### src/hw/rtl/shcd_pkg.sv
package shcd_pkg;

  localparam int COORD_BITS = 24;
  localparam int ID_BITS = 32;
  localparam int IDENT_BITS = 14;

  localparam int CFG_INDEX_BITS = 2;
  localparam int CFG_DATA_BITS = (COORD_BITS > IDENT_BITS) ? COORD_BITS : IDENT_BITS;

  localparam logic [CFG_INDEX_BITS-1:0] REG_IDENTITY_CUTOFF = CFG_INDEX_BITS'(0);
  localparam logic [CFG_INDEX_BITS-1:0] REG_LENGTH_CUTOFF = CFG_INDEX_BITS'(1);

  localparam logic [IDENT_BITS-1:0] IDENTITY_CUTOFF_RESET = IDENT_BITS'(5000);
  localparam logic [COORD_BITS-1:0] LENGTH_CUTOFF_RESET = COORD_BITS'(100);

  localparam int QUEUE_DEPTH = 4;
  localparam int QPTR_BITS = $clog2(QUEUE_DEPTH);
  localparam int QCNT_BITS = $clog2(QUEUE_DEPTH + 1);

  // Separation test: 5 * overlap < min(LIM_CAP, shorter length)
  localparam int LIM_CAP = 300;
  localparam int LIM_BITS = $clog2(LIM_CAP + 1);
  localparam int OV_BITS = COORD_BITS + 3;
  localparam int OV5_BITS = OV_BITS + 3;

  localparam logic KIND_SELF = 1'b0;
  localparam logic KIND_MULTI = 1'b1;

  typedef logic [COORD_BITS-1:0] coord_t;
  typedef logic [ID_BITS-1:0] id_t;

  // Classified record handed from the front to the back.
  typedef struct packed {
    logic   flush;
    logic   first;
    logic   same_q;
    logic   same_h;
    logic   minus;
    logic   asc;
    logic   desc;
    coord_t qstart;
    coord_t qend;
    id_t    prev_query;
  } entry_t;

  // Plus (a) and minus (b) ranges of a closed group.
  typedef struct packed {
    logic   ok;
    coord_t s_a;
    coord_t e_a;
    coord_t s_b;
    coord_t e_b;
  } pair_t;

  typedef struct packed {
    logic   pass;
    logic   a_longer;
    coord_t lo_a;
    coord_t hi_a;
    coord_t lo_b;
    coord_t hi_b;
  } verdict_t;

  typedef struct packed {
    logic   kind;
    id_t    query;
    coord_t lo;
    coord_t hi;
    logic   last;
  } result_t;

endpackage

### src/hw/rtl/shcd_front.sv
module shcd_front import shcd_pkg::*; (
  input  logic                      clk,
  input  logic                      rst,
  input  logic                      in_valid,
  output logic                      in_stall,
  input  logic                      action,
  input  logic [ID_BITS-1:0]        query_id,
  input  logic [ID_BITS-1:0]        hit_id,
  input  logic [COORD_BITS-1:0]     query_start,
  input  logic [COORD_BITS-1:0]     query_end,
  input  logic                      minus_strand,
  input  logic [IDENT_BITS-1:0]     identity,
  input  logic                      cfg_valid,
  output logic                      cfg_ready,
  input  logic [CFG_INDEX_BITS-1:0] cfg_index,
  input  logic [CFG_DATA_BITS-1:0]  cfg_data,
  output logic                      push,
  output entry_t                    push_entry,
  input  logic                      queue_full
);

  logic [IDENT_BITS-1:0] identity_cutoff;
  logic [COORD_BITS-1:0] min_span;
  logic                  have_prev;
  id_t                   prev_q;
  id_t                   prev_h;

  logic                  accept;
  logic                  asc;
  logic                  desc;
  coord_t                span_m1;
  logic                  long_enough;
  logic                  keep;

  assign cfg_ready = 1'b1;
  assign in_stall = queue_full;
  assign accept = in_valid && !queue_full;

  always_comb begin
    asc = query_start < query_end;
    desc = query_start > query_end;
    span_m1 = desc ? (query_start - query_end) : (query_end - query_start);
    long_enough = ((COORD_BITS+1)'(span_m1) + (COORD_BITS+1)'(1)) >=
                  (COORD_BITS+1)'(min_span);
    keep = action || ((identity >= identity_cutoff) && long_enough);
  end

  assign push = accept && keep;

  always_comb begin
    push_entry.flush = action;
    push_entry.first = !have_prev;
    push_entry.same_q = !action && have_prev && (query_id == prev_q);
    push_entry.same_h = !action && have_prev && (hit_id == prev_h);
    push_entry.minus = minus_strand;
    push_entry.asc = asc;
    push_entry.desc = desc;
    push_entry.qstart = query_start;
    push_entry.qend = query_end;
    push_entry.prev_query = prev_q;
  end

  always_ff @(posedge clk) begin
    if (rst) begin
      identity_cutoff <= IDENTITY_CUTOFF_RESET;
      min_span <= LENGTH_CUTOFF_RESET;
      have_prev <= 1'b0;
      prev_q <= '0;
      prev_h <= '0;
    end else begin
      if (cfg_valid && cfg_ready) begin
        case (cfg_index)
          REG_IDENTITY_CUTOFF: identity_cutoff <= cfg_data[IDENT_BITS-1:0];
          REG_LENGTH_CUTOFF:   min_span <= cfg_data[COORD_BITS-1:0];
          default: ;
        endcase
      end
      if (push) begin
        if (action) begin
          have_prev <= 1'b0;
          prev_q <= '0;
          prev_h <= '0;
        end else begin
          have_prev <= 1'b1;
          prev_q <= query_id;
          prev_h <= hit_id;
        end
      end
    end
  end

endmodule

### src/hw/rtl/shcd_queue.sv
module shcd_queue import shcd_pkg::*; (
  input  logic   clk,
  input  logic   rst,
  input  logic   push,
  input  entry_t push_entry,
  output logic   full,
  input  logic   pop,
  output logic   head_valid,
  output entry_t head
);

  entry_t                 slots [QUEUE_DEPTH];
  logic [QPTR_BITS-1:0]   wr_ptr;
  logic [QPTR_BITS-1:0]   rd_ptr;
  logic [QCNT_BITS-1:0]   count;

  assign full = count == QCNT_BITS'(QUEUE_DEPTH);
  assign head_valid = count != '0;
  assign head = slots[rd_ptr];

  function automatic logic [QPTR_BITS-1:0] bump(input logic [QPTR_BITS-1:0] p);
    return (p == QPTR_BITS'(QUEUE_DEPTH - 1)) ? '0 : p + QPTR_BITS'(1);
  endfunction

  always_ff @(posedge clk) begin
    if (push && !full) begin
      slots[wr_ptr] <= push_entry;
    end
  end

  always_ff @(posedge clk) begin
    if (rst) begin
      wr_ptr <= '0;
      rd_ptr <= '0;
      count <= '0;
    end else begin
      if (push && !full) begin
        wr_ptr <= bump(wr_ptr);
      end
      if (pop && head_valid) begin
        rd_ptr <= bump(rd_ptr);
      end
      case ({push && !full, pop && head_valid})
        2'b10:   count <= count + QCNT_BITS'(1);
        2'b01:   count <= count - QCNT_BITS'(1);
        default: count <= count;
      endcase
    end
  end

endmodule

### src/hw/rtl/shcd_check.sv
module shcd_check import shcd_pkg::*; (
  input  logic     clk,
  input  logic     rst,
  input  logic     adv,
  input  pair_t    pair,
  output verdict_t verdict
);

  // stage 1: order each range, take its length minus one
  logic                  c1_ok;
  coord_t                c1_lo_a, c1_hi_a, c1_d_a;
  coord_t                c1_lo_b, c1_hi_b, c1_d_b;
  // stage 2: combined bounds, sum and minimum of lengths minus one
  logic                  c2_ok;
  logic                  c2_a_longer;
  coord_t                c2_lo, c2_hi, c2_dmin;
  logic [COORD_BITS:0]   c2_dsum;
  coord_t                c2_lo_a, c2_hi_a, c2_lo_b, c2_hi_b;
  // stage 3: overlap and limit
  logic                  c3_ok;
  logic                  c3_a_longer;
  logic [OV_BITS-1:0]    c3_ov;
  logic [LIM_BITS-1:0]   c3_lim;
  coord_t                c3_lo_a, c3_hi_a, c3_lo_b, c3_hi_b;

  logic                  a_asc, b_asc;
  coord_t                span;
  logic [OV_BITS-1:0]    ov_next;
  logic [LIM_BITS-1:0]   lim_next;
  logic signed [OV5_BITS-1:0] ov_ext, ov5, lim_s;

  assign a_asc = pair.s_a < pair.e_a;
  assign b_asc = pair.s_b < pair.e_b;

  always_ff @(posedge clk) begin
    if (rst) begin
      c1_ok <= 1'b0;
      c2_ok <= 1'b0;
      c3_ok <= 1'b0;
    end else if (adv) begin
      c1_ok <= pair.ok;
      c2_ok <= c1_ok;
      c3_ok <= c2_ok;
    end
  end

  always_comb begin
    span = c2_hi - c2_lo;
    ov_next = OV_BITS'(c2_dsum) + OV_BITS'(3) - OV_BITS'(span);
    if (OV_BITS'(c2_dmin) < OV_BITS'(LIM_CAP)) begin
      lim_next = LIM_BITS'(c2_dmin) + LIM_BITS'(1);
    end else begin
      lim_next = LIM_BITS'(LIM_CAP);
    end
  end

  always_ff @(posedge clk) begin
    if (adv) begin
      c1_lo_a <= a_asc ? pair.s_a : pair.e_a;
      c1_hi_a <= a_asc ? pair.e_a : pair.s_a;
      c1_d_a <= a_asc ? (pair.e_a - pair.s_a) : (pair.s_a - pair.e_a);
      c1_lo_b <= b_asc ? pair.s_b : pair.e_b;
      c1_hi_b <= b_asc ? pair.e_b : pair.s_b;
      c1_d_b <= b_asc ? (pair.e_b - pair.s_b) : (pair.s_b - pair.e_b);

      c2_lo <= (c1_lo_a < c1_lo_b) ? c1_lo_a : c1_lo_b;
      c2_hi <= (c1_hi_a > c1_hi_b) ? c1_hi_a : c1_hi_b;
      c2_dsum <= (COORD_BITS+1)'(c1_d_a) + (COORD_BITS+1)'(c1_d_b);
      c2_dmin <= (c1_d_a < c1_d_b) ? c1_d_a : c1_d_b;
      c2_a_longer <= c1_d_a > c1_d_b;
      c2_lo_a <= c1_lo_a;
      c2_hi_a <= c1_hi_a;
      c2_lo_b <= c1_lo_b;
      c2_hi_b <= c1_hi_b;

      c3_ov <= ov_next;
      c3_lim <= lim_next;
      c3_a_longer <= c2_a_longer;
      c3_lo_a <= c2_lo_a;
      c3_hi_a <= c2_hi_a;
      c3_lo_b <= c2_lo_b;
      c3_hi_b <= c2_hi_b;
    end
  end

  // 5 * overlap as shift and add, compared signed against the limit
  always_comb begin
    ov_ext = OV5_BITS'($signed(c3_ov));
    ov5 = (ov_ext <<< 2) + ov_ext;
    lim_s = OV5_BITS'(c3_lim);
    verdict.pass = c3_ok && (ov5 < lim_s);
    verdict.a_longer = c3_a_longer;
    verdict.lo_a = c3_lo_a;
    verdict.hi_a = c3_hi_a;
    verdict.lo_b = c3_lo_b;
    verdict.hi_b = c3_hi_b;
  end

endmodule

### src/hw/rtl/shcd_back.sv
module shcd_back import shcd_pkg::*; (
  input  logic                  clk,
  input  logic                  rst,
  input  logic                  head_valid,
  input  entry_t                head,
  output logic                  pop,
  output logic                  out_valid,
  input  logic                  out_stall,
  output logic                  report_kind,
  output logic [ID_BITS-1:0]    reported_query,
  output logic [COORD_BITS-1:0] range_low,
  output logic [COORD_BITS-1:0] range_high,
  output logic                  last_of_run
);

  localparam int SLOT_HIT_PLUS = 0;
  localparam int SLOT_HIT_MINUS = 1;
  localparam int SLOT_QRY_PLUS = 2;
  localparam int SLOT_QRY_MINUS = 3;
  localparam int NUM_SLOTS = 4;
  localparam int SB_DEPTH = 4;

  localparam logic [1:0] GRP_START = 2'd0;
  localparam logic [1:0] GRP_MERGE = 2'd1;
  localparam logic [1:0] GRP_CLEAR = 2'd2;

  typedef struct packed {
    logic   valid;
    coord_t s;
    coord_t e;
  } slot_t;

  slot_t      slot [NUM_SLOTS];
  slot_t      slot_next [NUM_SLOTS];
  logic [1:0] hit_act;
  logic [1:0] qry_act;
  logic       hit_chk;
  logic       qry_chk;

  pair_t      pair_hit;
  pair_t      pair_qry;
  verdict_t   vd_hit;
  verdict_t   vd_qry;

  logic       sb_valid [SB_DEPTH];
  logic       sb_reset [SB_DEPTH];
  id_t        sb_query [SB_DEPTH];

  logic       clean;
  logic       adv;
  logic       out_free;
  logic       hit_rep;
  logic       qry_rep;
  result_t    r_self, r_m0, r_m1;
  result_t    out_res;
  result_t    pend_res;
  logic       pend_valid;

  function automatic slot_t merge_slot(input slot_t cur, input entry_t ent);
    slot_t r;
    r = cur;
    if (!cur.valid) begin
      r.valid = 1'b1;
      r.s = ent.qstart;
      r.e = ent.qend;
    end else if ((cur.s < cur.e) && ent.asc) begin
      r.s = (cur.s < ent.qstart) ? cur.s : ent.qstart;
      r.e = (cur.e < ent.qend) ? ent.qend : cur.e;
    end else if ((cur.s > cur.e) && ent.desc) begin
      r.s = (cur.s > ent.qstart) ? cur.s : ent.qstart;
      r.e = (cur.e > ent.qend) ? ent.qend : cur.e;
    end
    return r;
  endfunction

  function automatic slot_t group_next(input slot_t cur, input logic is_minus,
                                       input logic [1:0] act, input entry_t ent);
    slot_t r;
    r = cur;
    case (act)
      GRP_CLEAR: r.valid = 1'b0;
      GRP_START: begin
        if (ent.minus == is_minus) begin
          r.valid = 1'b1;
          r.s = ent.qstart;
          r.e = ent.qend;
        end else begin
          r.valid = 1'b0;
        end
      end
      GRP_MERGE: begin
        if (ent.minus == is_minus) begin
          r = merge_slot(cur, ent);
        end
      end
      default: r = cur;
    endcase
    return r;
  endfunction

  // Whole back pipeline moves in lockstep; it halts only while results back up.
  assign out_free = !out_valid || !out_stall;
  assign adv = out_free && !pend_valid;
  assign pop = head_valid && adv;

  always_comb begin
    if (head.flush) begin
      hit_act = GRP_CLEAR;
      qry_act = GRP_CLEAR;
    end else begin
      hit_act = (head.first || !(head.same_q && head.same_h)) ? GRP_START : GRP_MERGE;
      qry_act = (head.first || !head.same_q) ? GRP_START : GRP_MERGE;
    end
    hit_chk = head_valid && !head.first && !(head.same_q && head.same_h);
    qry_chk = head_valid && !head.first && !head.same_q;
    slot_next[SLOT_HIT_PLUS] = group_next(slot[SLOT_HIT_PLUS], 1'b0, hit_act, head);
    slot_next[SLOT_HIT_MINUS] = group_next(slot[SLOT_HIT_MINUS], 1'b1, hit_act, head);
    slot_next[SLOT_QRY_PLUS] = group_next(slot[SLOT_QRY_PLUS], 1'b0, qry_act, head);
    slot_next[SLOT_QRY_MINUS] = group_next(slot[SLOT_QRY_MINUS], 1'b1, qry_act, head);
  end

  // Merge state and snapshot of the groups being closed.
  always_ff @(posedge clk) begin
    if (rst) begin
      for (int i = 0; i < NUM_SLOTS; i++) begin
        slot[i].valid <= 1'b0;
      end
      for (int i = 0; i < SB_DEPTH; i++) begin
        sb_valid[i] <= 1'b0;
      end
    end else if (adv) begin
      if (pop) begin
        for (int i = 0; i < NUM_SLOTS; i++) begin
          slot[i] <= slot_next[i];
        end
      end
      sb_valid[0] <= head_valid;
      for (int i = 1; i < SB_DEPTH; i++) begin
        sb_valid[i] <= sb_valid[i-1];
      end
    end
  end

  always_ff @(posedge clk) begin
    if (adv) begin
      pair_hit.ok <= hit_chk && slot[SLOT_HIT_PLUS].valid && slot[SLOT_HIT_MINUS].valid;
      pair_hit.s_a <= slot[SLOT_HIT_PLUS].s;
      pair_hit.e_a <= slot[SLOT_HIT_PLUS].e;
      pair_hit.s_b <= slot[SLOT_HIT_MINUS].s;
      pair_hit.e_b <= slot[SLOT_HIT_MINUS].e;
      pair_qry.ok <= qry_chk && slot[SLOT_QRY_PLUS].valid && slot[SLOT_QRY_MINUS].valid;
      pair_qry.s_a <= slot[SLOT_QRY_PLUS].s;
      pair_qry.e_a <= slot[SLOT_QRY_PLUS].e;
      pair_qry.s_b <= slot[SLOT_QRY_MINUS].s;
      pair_qry.e_b <= slot[SLOT_QRY_MINUS].e;
      sb_reset[0] <= !head.same_q;
      sb_query[0] <= head.prev_query;
      for (int i = 1; i < SB_DEPTH; i++) begin
        sb_reset[i] <= sb_reset[i-1];
        sb_query[i] <= sb_query[i-1];
      end
    end
  end

  shcd_check u_check_hit (
    .clk     (clk),
    .rst     (rst),
    .adv     (adv),
    .pair    (pair_hit),
    .verdict (vd_hit)
  );

  shcd_check u_check_qry (
    .clk     (clk),
    .rst     (rst),
    .adv     (adv),
    .pair    (pair_qry),
    .verdict (vd_qry)
  );

  // Resolve reports in order against the running clean flag.
  always_comb begin
    hit_rep = sb_valid[SB_DEPTH-1] && clean && vd_hit.pass;
    qry_rep = sb_valid[SB_DEPTH-1] && clean && !vd_hit.pass && vd_qry.pass;

    r_self.kind = KIND_SELF;
    r_self.query = sb_query[SB_DEPTH-1];
    r_self.lo = vd_hit.a_longer ? vd_hit.lo_a : vd_hit.lo_b;
    r_self.hi = vd_hit.a_longer ? vd_hit.hi_a : vd_hit.hi_b;
    r_self.last = 1'b1;

    r_m0.kind = KIND_MULTI;
    r_m0.query = sb_query[SB_DEPTH-1];
    r_m0.lo = vd_qry.lo_a;
    r_m0.hi = vd_qry.hi_a;
    r_m0.last = 1'b0;

    r_m1.kind = KIND_MULTI;
    r_m1.query = sb_query[SB_DEPTH-1];
    r_m1.lo = vd_qry.lo_b;
    r_m1.hi = vd_qry.hi_b;
    r_m1.last = 1'b1;
  end

  always_ff @(posedge clk) begin
    if (rst) begin
      clean <= 1'b1;
      out_valid <= 1'b0;
      pend_valid <= 1'b0;
    end else if (adv) begin
      if (sb_valid[SB_DEPTH-1]) begin
        clean <= sb_reset[SB_DEPTH-1] ? 1'b1 : (clean && !(hit_rep || qry_rep));
      end
      if (hit_rep) begin
        out_valid <= 1'b1;
        out_res <= r_self;
      end else if (qry_rep) begin
        out_valid <= 1'b1;
        out_res <= r_m0;
        pend_valid <= 1'b1;
        pend_res <= r_m1;
      end else begin
        out_valid <= 1'b0;
      end
    end else if (out_free) begin
      out_valid <= pend_valid;
      out_res <= pend_res;
      pend_valid <= 1'b0;
    end
  end

  assign report_kind = out_res.kind;
  assign reported_query = out_res.query;
  assign range_low = out_res.lo;
  assign range_high = out_res.hi;
  assign last_of_run = out_res.last;

`ifndef ASSERT_OFF
  a_pend_behind_out: assert property (@(posedge clk) disable iff (rst)
    pend_valid |-> out_valid)
    else $error("second result queued with no first result shown");

  a_partner_queued: assert property (@(posedge clk) disable iff (rst)
    (out_valid && !out_res.last) |-> pend_valid)
    else $error("non-final result shown without its partner queued");

  a_report_dirties: assert property (@(posedge clk) disable iff (rst)
    (adv && sb_valid[SB_DEPTH-1] && (hit_rep || qry_rep) && !sb_reset[SB_DEPTH-1])
      |=> !clean)
    else $error("query still marked clean after a report");
`endif

endmodule

### src/hw/rtl/strand_hit_chimera_detector.sv
// A kept record or flush passes the queue, snapshot registers, check stages and out register.
// Throughput: one item per cycle while the output is not stalled; an item that yields a
//   trans-multi report holds the back end while its second result waits behind the first.
// Reset (rst, synchronous): empties the queue and pipeline, clears the merged ranges and
//   the previous-record tracking, marks the query clean, loads identity_cutoff 5000 and
//   min_span 100.
module strand_hit_chimera_detector import shcd_pkg::*; (
  input  logic                      clk,
  input  logic                      rst,
  // record channel
  input  logic                      in_valid,
  output logic                      in_stall,
  input  logic                      action,
  input  logic [ID_BITS-1:0]        query_id,
  input  logic [ID_BITS-1:0]        hit_id,
  input  logic [COORD_BITS-1:0]     query_start,
  input  logic [COORD_BITS-1:0]     query_end,
  input  logic                      minus_strand,
  input  logic [IDENT_BITS-1:0]     identity,
  // report channel
  output logic                      out_valid,
  input  logic                      out_stall,
  output logic                      report_kind,
  output logic [ID_BITS-1:0]        reported_query,
  output logic [COORD_BITS-1:0]     range_low,
  output logic [COORD_BITS-1:0]     range_high,
  output logic                      last_of_run,
  // register write channel
  input  logic                      cfg_valid,
  output logic                      cfg_ready,
  input  logic [CFG_INDEX_BITS-1:0] cfg_index,
  input  logic [CFG_DATA_BITS-1:0]  cfg_data
);

  // Front: filter records against the cutoffs, compare ids with the last kept record,
  // and push a classified entry. Filtered records are dropped here and never reach
  // the back. The front stalls the input only when the queue is full.
  logic   push;
  entry_t push_entry;
  logic   queue_full;

  // Back: pop entries, update the four merged ranges, and run the closed groups
  // through the separation pipeline. A transfer on the output is what drains it.
  logic   pop;
  logic   head_valid;
  entry_t head;

  shcd_front u_front (
    .clk          (clk),
    .rst          (rst),
    .in_valid     (in_valid),
    .in_stall     (in_stall),
    .action       (action),
    .query_id     (query_id),
    .hit_id       (hit_id),
    .query_start  (query_start),
    .query_end    (query_end),
    .minus_strand (minus_strand),
    .identity     (identity),
    .cfg_valid    (cfg_valid),
    .cfg_ready    (cfg_ready),
    .cfg_index    (cfg_index),
    .cfg_data     (cfg_data),
    .push         (push),
    .push_entry   (push_entry),
    .queue_full   (queue_full)
  );

  // Short queue decouples the two halves so an output stall does not reach the input
  // until it is full.
  shcd_queue u_queue (
    .clk        (clk),
    .rst        (rst),
    .push       (push),
    .push_entry (push_entry),
    .full       (queue_full),
    .pop        (pop),
    .head_valid (head_valid),
    .head       (head)
  );

  shcd_back u_back (
    .clk            (clk),
    .rst            (rst),
    .head_valid     (head_valid),
    .head           (head),
    .pop            (pop),
    .out_valid      (out_valid),
    .out_stall      (out_stall),
    .report_kind    (report_kind),
    .reported_query (reported_query),
    .range_low      (range_low),
    .range_high     (range_high),
    .last_of_run    (last_of_run)
  );

endmodule
### config.mk
export PLATFORM = sky130hd
export DESIGN_NAME = strand_hit_chimera_detector
export DESIGN_NICKNAME = d
export VERILOG_FILES = /design/src/hw/rtl/shcd_pkg.sv /design/src/hw/rtl/shcd_front.sv /design/src/hw/rtl/shcd_queue.sv /design/src/hw/rtl/shcd_check.sv /design/src/hw/rtl/shcd_back.sv /design/src/hw/rtl/strand_hit_chimera_detector.sv
export SDC_FILE = /design/constraint.sdc
export NUM_CORES = 2
export LEC_CHECK = 0
export ABC_AREA = 1
export BUFFER_PORTS_ARGS = -buffer_cell sky130_fd_sc_hd__buf_2
export CAP_MARGIN = 20
export CORE_ASPECT_RATIO = 1.75
export CORE_UTILIZATION = 50
export CTS_CLUSTER_SIZE = 10
export DETAILED_ROUTE_END_ITERATION = 6
export GPL_ROUTABILITY_DRIVEN = 0
export MAX_ROUTING_LAYER = met4
export PLACE_DENSITY = 0.72
export SYNTH_ARGS = -nofsm -noshare
export SYNTH_HDL_FRONTEND = slang
export SYNTH_SLANG_ARGS = --single-unit
export TNS_END_PERCENT = 1
### constraint.sdc
create_clock -name clk -period 54.5 [get_ports clk]
set_input_delay 10.9 -clock clk [delete_from_list [all_inputs] [get_ports clk]]
set_output_delay 10.9 -clock clk [all_outputs]
set_load 0.05 [all_outputs]
Word level (Yosys, flattened, before mapping). Memories as Yosys holds them, arrays and structs flattened. A register that Yosys moved wholly into a read port is not among the register bits. Cells that the tools add are included.

Flip-flop bits (word level): 1415. RAM bits: 680. Input port bits: 159. Word-level logic and storage cells: 350. Memories: 5.

Add/sub/neg operators: 27. Magnitude comparators: 43. Eq/ne operators: 15. Multiplexer cells: 112. Bitwise gates (word level): 10. Reduce and logical (&&, ||, !) cells: 61.

Memory list: u_queue.slots (words 4, width 87, read ports 1, clocked after memory_dff 1, wr ports 1, line shcd_queue.sv:12) `entry_t slots [QUEUE_DEPTH];`; u_back.slot (words 4, width 49, read ports 4, clocked after memory_dff 0, wr ports 4, line shcd_back.sv:33) `slot_t slot [NUM_SLOTS];`; u_back.sb_query (words 4, width 32, read ports 4, clocked after memory_dff 0, wr ports 4, line shcd_back.sv:47) `id_t sb_query [SB_DEPTH];`; u_back.sb_reset (words 4, width 1, read ports 4, clocked after memory_dff 0, wr ports 4, line shcd_back.sv:46) `logic sb_reset [SB_DEPTH];`; u_back.sb_valid (words 4, width 1, read ports 4, clocked after memory_dff 0, wr ports 4, line shcd_back.sv:45) `logic sb_valid [SB_DEPTH];`.

Operators by type and width (number): 24-bit 2-to-1 mux (37); 48-bit 2-to-1 mux (16); 24-bit < comparator (21); 24-bit > comparator (16); 48-bit one-hot mux with 2 select lines (4); 82-bit 2-to-1 mux (4); 24-bit subtractor (12); 49-bit 2-to-1 mux (4); 32-bit == test (2); 32-bit 2-to-1 mux (2); 29-bit by 27-bit adder with 30-bit output (2); 30-bit by 10-bit < comparator with 1-bit output (2); 26-bit by 24-bit subtractor with 27-bit output (2); 25-bit by 2-bit adder with 26-bit output, second input constant (2); 24-bit by 24-bit adder with 25-bit output (2); 24-bit by 9-bit < comparator with 1-bit output, second input constant (2); 1-bit 2-to-1 mux (34); 1-bit logical AND (33); 24-bit by 1-bit adder with 25-bit output, second input constant (1); 25-bit by 24-bit greater-or-equal comparator with 1-bit output (1); 9-bit by 1-bit adder with 9-bit output, second input constant (2); 14-bit greater-or-equal comparator (1); 2-bit 2-to-1 mux (6); 1-bit one-hot mux with 3 select lines (4); other kinds (19) (56).

Longest topological paths before layout.
Word-level depth: 10. Depth in mapped cells: 47.

By module. Synthesis repeated with hierarchy kept, for this count alone.

Cells, all modules: 11402. Area total of the unflattened synthesis: 113106.0 sq um.

By module, submodules not included: shcd_check (times used 2, cells an instance 3135, area an instance 29092.9 sq um, sequential area each 14203.6 sq um); shcd_back (times used 1, cells an instance 2377, area an instance 30466.7 sq um, sequential area each 20719.9 sq um); shcd_queue (times used 1, cells an instance 912, area an instance 13407.9 sq um, sequential area each 10630.2 sq um); shcd_front (times used 1, cells an instance 1843, area an instance 11045.6 sq um, sequential area each 2062.0 sq um).

Least setup slack after synthesis. No wires, ideal clock.

Path type: input to register. Start point: input out_stall. End point: register, netlist name u_back.pair_hit[0]. Setup time: 2118 ps. Arrival: 45788 ps. Data required time: 52382 ps. Path slack: 6595 ps. Stages on the path: 5. Path buffers: 2. Cells stage by stage: nand2_1 > inv_1 > nor2_1 > clkbuf_1 > buf_1.

Longest elaborated chain between the ends: 3.

Ends and longest elaborated chain: start, declared (line strand_hit_chimera_detector.sv:22) `input logic out_stall,`; 1-bit logical NOT (line shcd_back.sv:102) `assign out_free = !out_valid || !out_stall;`; 1-bit logical OR (line shcd_back.sv:102); 1-bit logical AND (line shcd_back.sv:103) `assign adv = out_free && !pend_valid;`; via u_back.adv (line shcd_back.sv:50) `logic adv;`.

The timed path passes the listed nets, and every way through them passes these cells. A chain may end at the register's enable or synchronous reset.

Worst setup path in the final report.
Start point: input query_start[0]. End point: memory u_queue.slots[2][52] in the netlist's numbering, enable pin.

Longest elaborated chain between the ends: 10. Elaborated cells between the ends (all ways): 12. Those cells by class: 3 x add/sub; 2 x order compare; 3 x mux; 4 x reduce/logical.

Ends and longest elaborated chain: start, declared (line strand_hit_chimera_detector.sv:16) `input logic [COORD_BITS-1:0] query_start,`; 24-bit subtractor or 24-bit > comparator (tied branches) (line shcd_front.sv:42, shcd_front.sv:41); 24-bit 2-to-1 mux (*) (line shcd_front.sv:42) `span_m1 = desc ? (query_start - query_end) : (query_end - query_start);`; 24-bit by 1-bit adder with 25-bit output (*) (line shcd_front.sv:43) `long_enough = ((COORD_BITS+1)'(span_m1) + (COORD_BITS+1)'(1)) >=`; 25-bit by 24-bit greater-or-equal comparator with 1-bit output (*) (line shcd_front.sv:43); 1-bit logical AND (*) (line shcd_front.sv:45) `keep = action || ((identity >= identity_cutoff) && long_enough);`; 1-bit logical OR (*) (line shcd_front.sv:45); 1-bit logical AND (*) (line shcd_front.sv:48) `assign push = accept && keep;`; 1-bit logical AND (*) (line shcd_queue.sv:26) `if (push && !full) begin`; 1-bit 2-to-1 mux (*) (line shcd_queue.sv:26); 1-bit 2-to-1 mux (implied by the code) (*) (line shcd_queue.sv:27) `slots[wr_ptr] <= push_entry;`; end, declared (line shcd_queue.sv:12).

Mark *: on every way between the ends. The rest lies on a longest branch, timed or not.

==> results.yml <==
status:
  outcome: "finished clean"
min_path:
  worstHoldStart: "u_back.u_check_qry.c3_lo_b[7]$_DFFE_PP_"
  hold_path_class: "register to register"
  holdPathStages: 0
  min_to: "u_back.pend_res[32]$_DFFE_PP_"
logic_synthesis:
  synth-edff-count: 1976
  async_flop_share_pct: 0
  yosysTopAreaCell: "edfxtp_1"
  synth_area_leaders: "edfxtp_1 (55%), ha_1 (11%), nand2_1 (6.4%), inv_1 (4.4%), a21oi_1 (4.4%)"
  syn_inst: 10255
  synth_seq_cells: 2097
  syn_area_per_cell_um2: 10.6
  synth.top_cell.area_share_pct: 54.7
  synth-main-ff-cell: "edfxtp_1"
  yosys_warnings: 0
  syn-cell-area_mm2: 0.108
  synth_seq_area_share_pct: 57.0
  ys_types: 71
  synth_fp_nets: 11406
timing:
  layout_setup_ws_ns: 35.45
  relSlewSlack_pct: 6.69
  rsz0062_at_grt: "no"
  hold_violations: 0
  slew_violations: 0
  fmax_mhz: 52.5
  finalSetupViolations: 0
  fin_crit_sh_pct: 35.0
  fin_setup_tns_ns: 0
  worst_pin_slew_ns: 1.40
  fin_worst_skew_ns: 0.0684
  fin_crit_ns: 19.05
clock_tree:
  cts_inserted_buffers: 238
  cts_hold_buf: 0
  post_cts_buffers: 0
  path_clk_slew_ns: 0.05
  cts_sinks: 2097
  htree_levels: 4
  clk_path_buf_depth: 4
  cts-root-buf: "clkbuf_16"
  tritoncts: "built"
  cts_resized: 0
  insertion_delay_ns: 0.90
floorplan:
  io_pins: 244
  fp.dieArea_mm2: 0.219
  coreArea_mm2: 0.215
  row_count: 225
  die_h_um: 618
  initial_core_util_pct: 50.4
  die_w_um: 354
worst_setup_path:
  worstPathMaxFanout: 69
  r2r_end: "u_back.slot[0][118]$_DFFE_PP_"
  crit_path_start_kind: "input port"
  r2r_slack_ns: 47.43
  critPathBufInv: 7
  required_ns: 54.96
  critPathArrivalTime_ns: 19.51
  cp_slowest_cell: "buf_4"
  end_kind: "register"
  critPathTopFamily: "simple AND/OR/NAND/NOR gates"
  critPathKind: "input port to register"
  cp_slowest_stage_delay_ns: 0.82
  worstSetupStartpoint: "query_start[0]"
  rr_worst_depth: 16
  crit_top_cell: "nand2_1"
routing:
  first_pass_iters: 7
  remaining_drc_errors: 0
  drt_wl_total_um: 308000
  antenna_left: 0
  viasPerCell: 5.82
  vias: 78776
  drt_iter0_markers: 6942
  wire_per_inst_um: 22.8
final_layout:
  final_layout_size_suffix_gt1_share_pct: 6.86
  syn_to_final_growth_pct: 10.3
  fillers: 17878
  stdcell_area_mm2: 0.120
  layoutNonFillerInstCount: 13541
  nets: 11743
power:
  p_seq_share_pct: 34.6
  ir_worst_vdd_v: 0.0000521
  clockPowerShare_pct: 16.2
  p_int_mw: 4.84
  pwr_density_cell_mw_per_mm2: 71.5
  p_leak_nw: 50.6
  p_sw_share_pct: 43.4
  netSwitchingPower_mw: 3.72
  combPwrFrac_pct: 49.1
  power_mw: 8.56
run:
  drv_cap: 0
global_route:
  grtUsageTotal_pct: 28.5
  grt_overflow: 0
  grt_start_max_net_pins: 168
  grt_pass1_wl_um: 457000
  grt_pass1_vias: 78252
  antenna_found_initial: 27
placement:
  dpl_cell_area_mm2: 0.113
  placedCellCount: 13187
  io_buffers: 242
  dp_worst_setup_slack_ns: 34.72
  place.detailed.hpwl_um: 233000
layout by cell type (no fill, tap or decap), types with 30 or more instances in the layout:
| master | n |
|---|---|
| a211oi_1 | 34 |
| a21oi_1 | 942 |
| a31oi_1 | 35 |
| a32oi_1 | 52 |
| buf_2 | 243 |
| buf_4 | 84 |
| clkbuf_1 | 67 |
| clkbuf_16 | 240 |
| dfxtp_1 | 120 |
| diode_2 | 32 |
| edfxtp_1 | 1976 |
| ha_1 | 973 |
| inv_1 | 1279 |
| mux2_2 | 48 |
| mux2i_1 | 30 |
| nand2_1 | 1850 |
| nand3_1 | 394 |
| nand4_1 | 107 |
| nor2_1 | 682 |
| nor3_1 | 79 |
| nor4_1 | 35 |
| o211ai_1 | 48 |
| o21ai_0 | 640 |
| o221ai_1 | 30 |
| o22ai_1 | 46 |
| xnor2_1 | 94 |
| xor2_1 | 216 |
final cells by class:
cell class	count	area, um^2	area share [%]
clock buffer	309	6280	5.25
clock inverter	11	138	0.115
tap	2837	3550	2.97
sequential	2097	61800	51.6
antenna	32	80.1	0.0670
timing repair buffer	330	1910	1.60
multi-input combinational	6636	41000	34.3
inverter	1289	4850	4.05
logic make-up after synthesis:
| group | synth area share [%] |
|---|---|
| AND/OR/NAND/NOR | 12.5 |
| flip-flops | 57.0 |
| AO/OA/AOI/OAI | 10.3 |
| buffers and inverters | 5.35 |
| adder cells (fa/ha/maj) | 11.6 |
| XOR/XNOR | 2.50 |
| multiplexers | 0.776 |
| other | 0.00346 |
worst max-delay path by stage:
| stage | end | slack, ns | cells after the start |
|---|---|---|---|
| detailed placement | u_queue.slots[2][75]$_DFFE_PP_ | 34.72 | 35 |
| global route | u_queue.slots[2][52]$_DFFE_PP_ | 34.95 | 35 |
| floorplan | u_back.pair_hit[0]$_DFFE_PP_ | 6.59 | 5 |
| finish | u_queue.slots[2][52]$_DFFE_PP_ | 35.45 | 35 |
| global placement | u_queue.slots[2][75]$_DFFE_PP_ | 34.79 | 39 |
| CTS | u_queue.slots[2][52]$_DFFE_PP_ | 35.60 | 35 |
cells in the mapped netlist, drive strengths merged, types with 52 or more instances:
cell	count
edfxtp	1976
nand2	1881
inv	1287
ha	973
a21oi	945
nor2	707
o21ai	644
nand3	400
xor2	216
clkbuf	182
dfxtp	121
nand4	107
xnor2	94
nor3	82
a32oi	52
per-stage QoR:
stage / util [%] / hold slack, ns
5_1_grt: 55.6 / 0.388
2_1_floorplan: - / 0.400
4_1_cts: 55.6 / 0.394
3_3_place_gp: 52.6 / 0.401
6_report: 55.6 / 0.396
3_5_place_dp: 52.6 / 0.405
power groups by stage:
stage / clock, mW / combinational [mW] / sequential (mW)
floorplan: 0 / 2.83 / 2.80
global placement: 0 / 3.92 / 2.96
detailed placement: 0 / 4.07 / 2.98
CTS: 1.40 / 4.10 / 2.95
global route: 1.46 / 4.63 / 3.00
finish: 1.39 / 4.20 / 2.96
routing by layer:
| metal | up-vias | global-route usage, % | share of wire [%] |
|---|---|---|---|
| met2 | 3681 | 49.4 | 51 |
| li1 | 36461 | - | - |
| met4 | 0 | 22.8 | 9.4 |
| met1 | 37292 | 28.1 | 34 |
| met3 | 1342 | 4.88 | 6.4 |
| met5 | - | - | 0 |
state kept, by name, indices dropped and copies added, names as in the netlist, 25 cells and up, named ones only:
name,cells
u_back.pair_hit,97
u_back.pair_qry,97
u_back.pend_res,80
u_back.reported_query,32
u_back.sb_query,128
u_back.slot,196
u_back.u_check_hit.c2_dsum,25
u_back.u_check_hit.c3_ov,27
u_back.u_check_qry.c2_dsum,25
u_back.u_check_qry.c3_ov,27
u_front.prev_h,32
u_front.prev_q,32
u_queue.slots,348
Power figures use the tool's default switching activity.
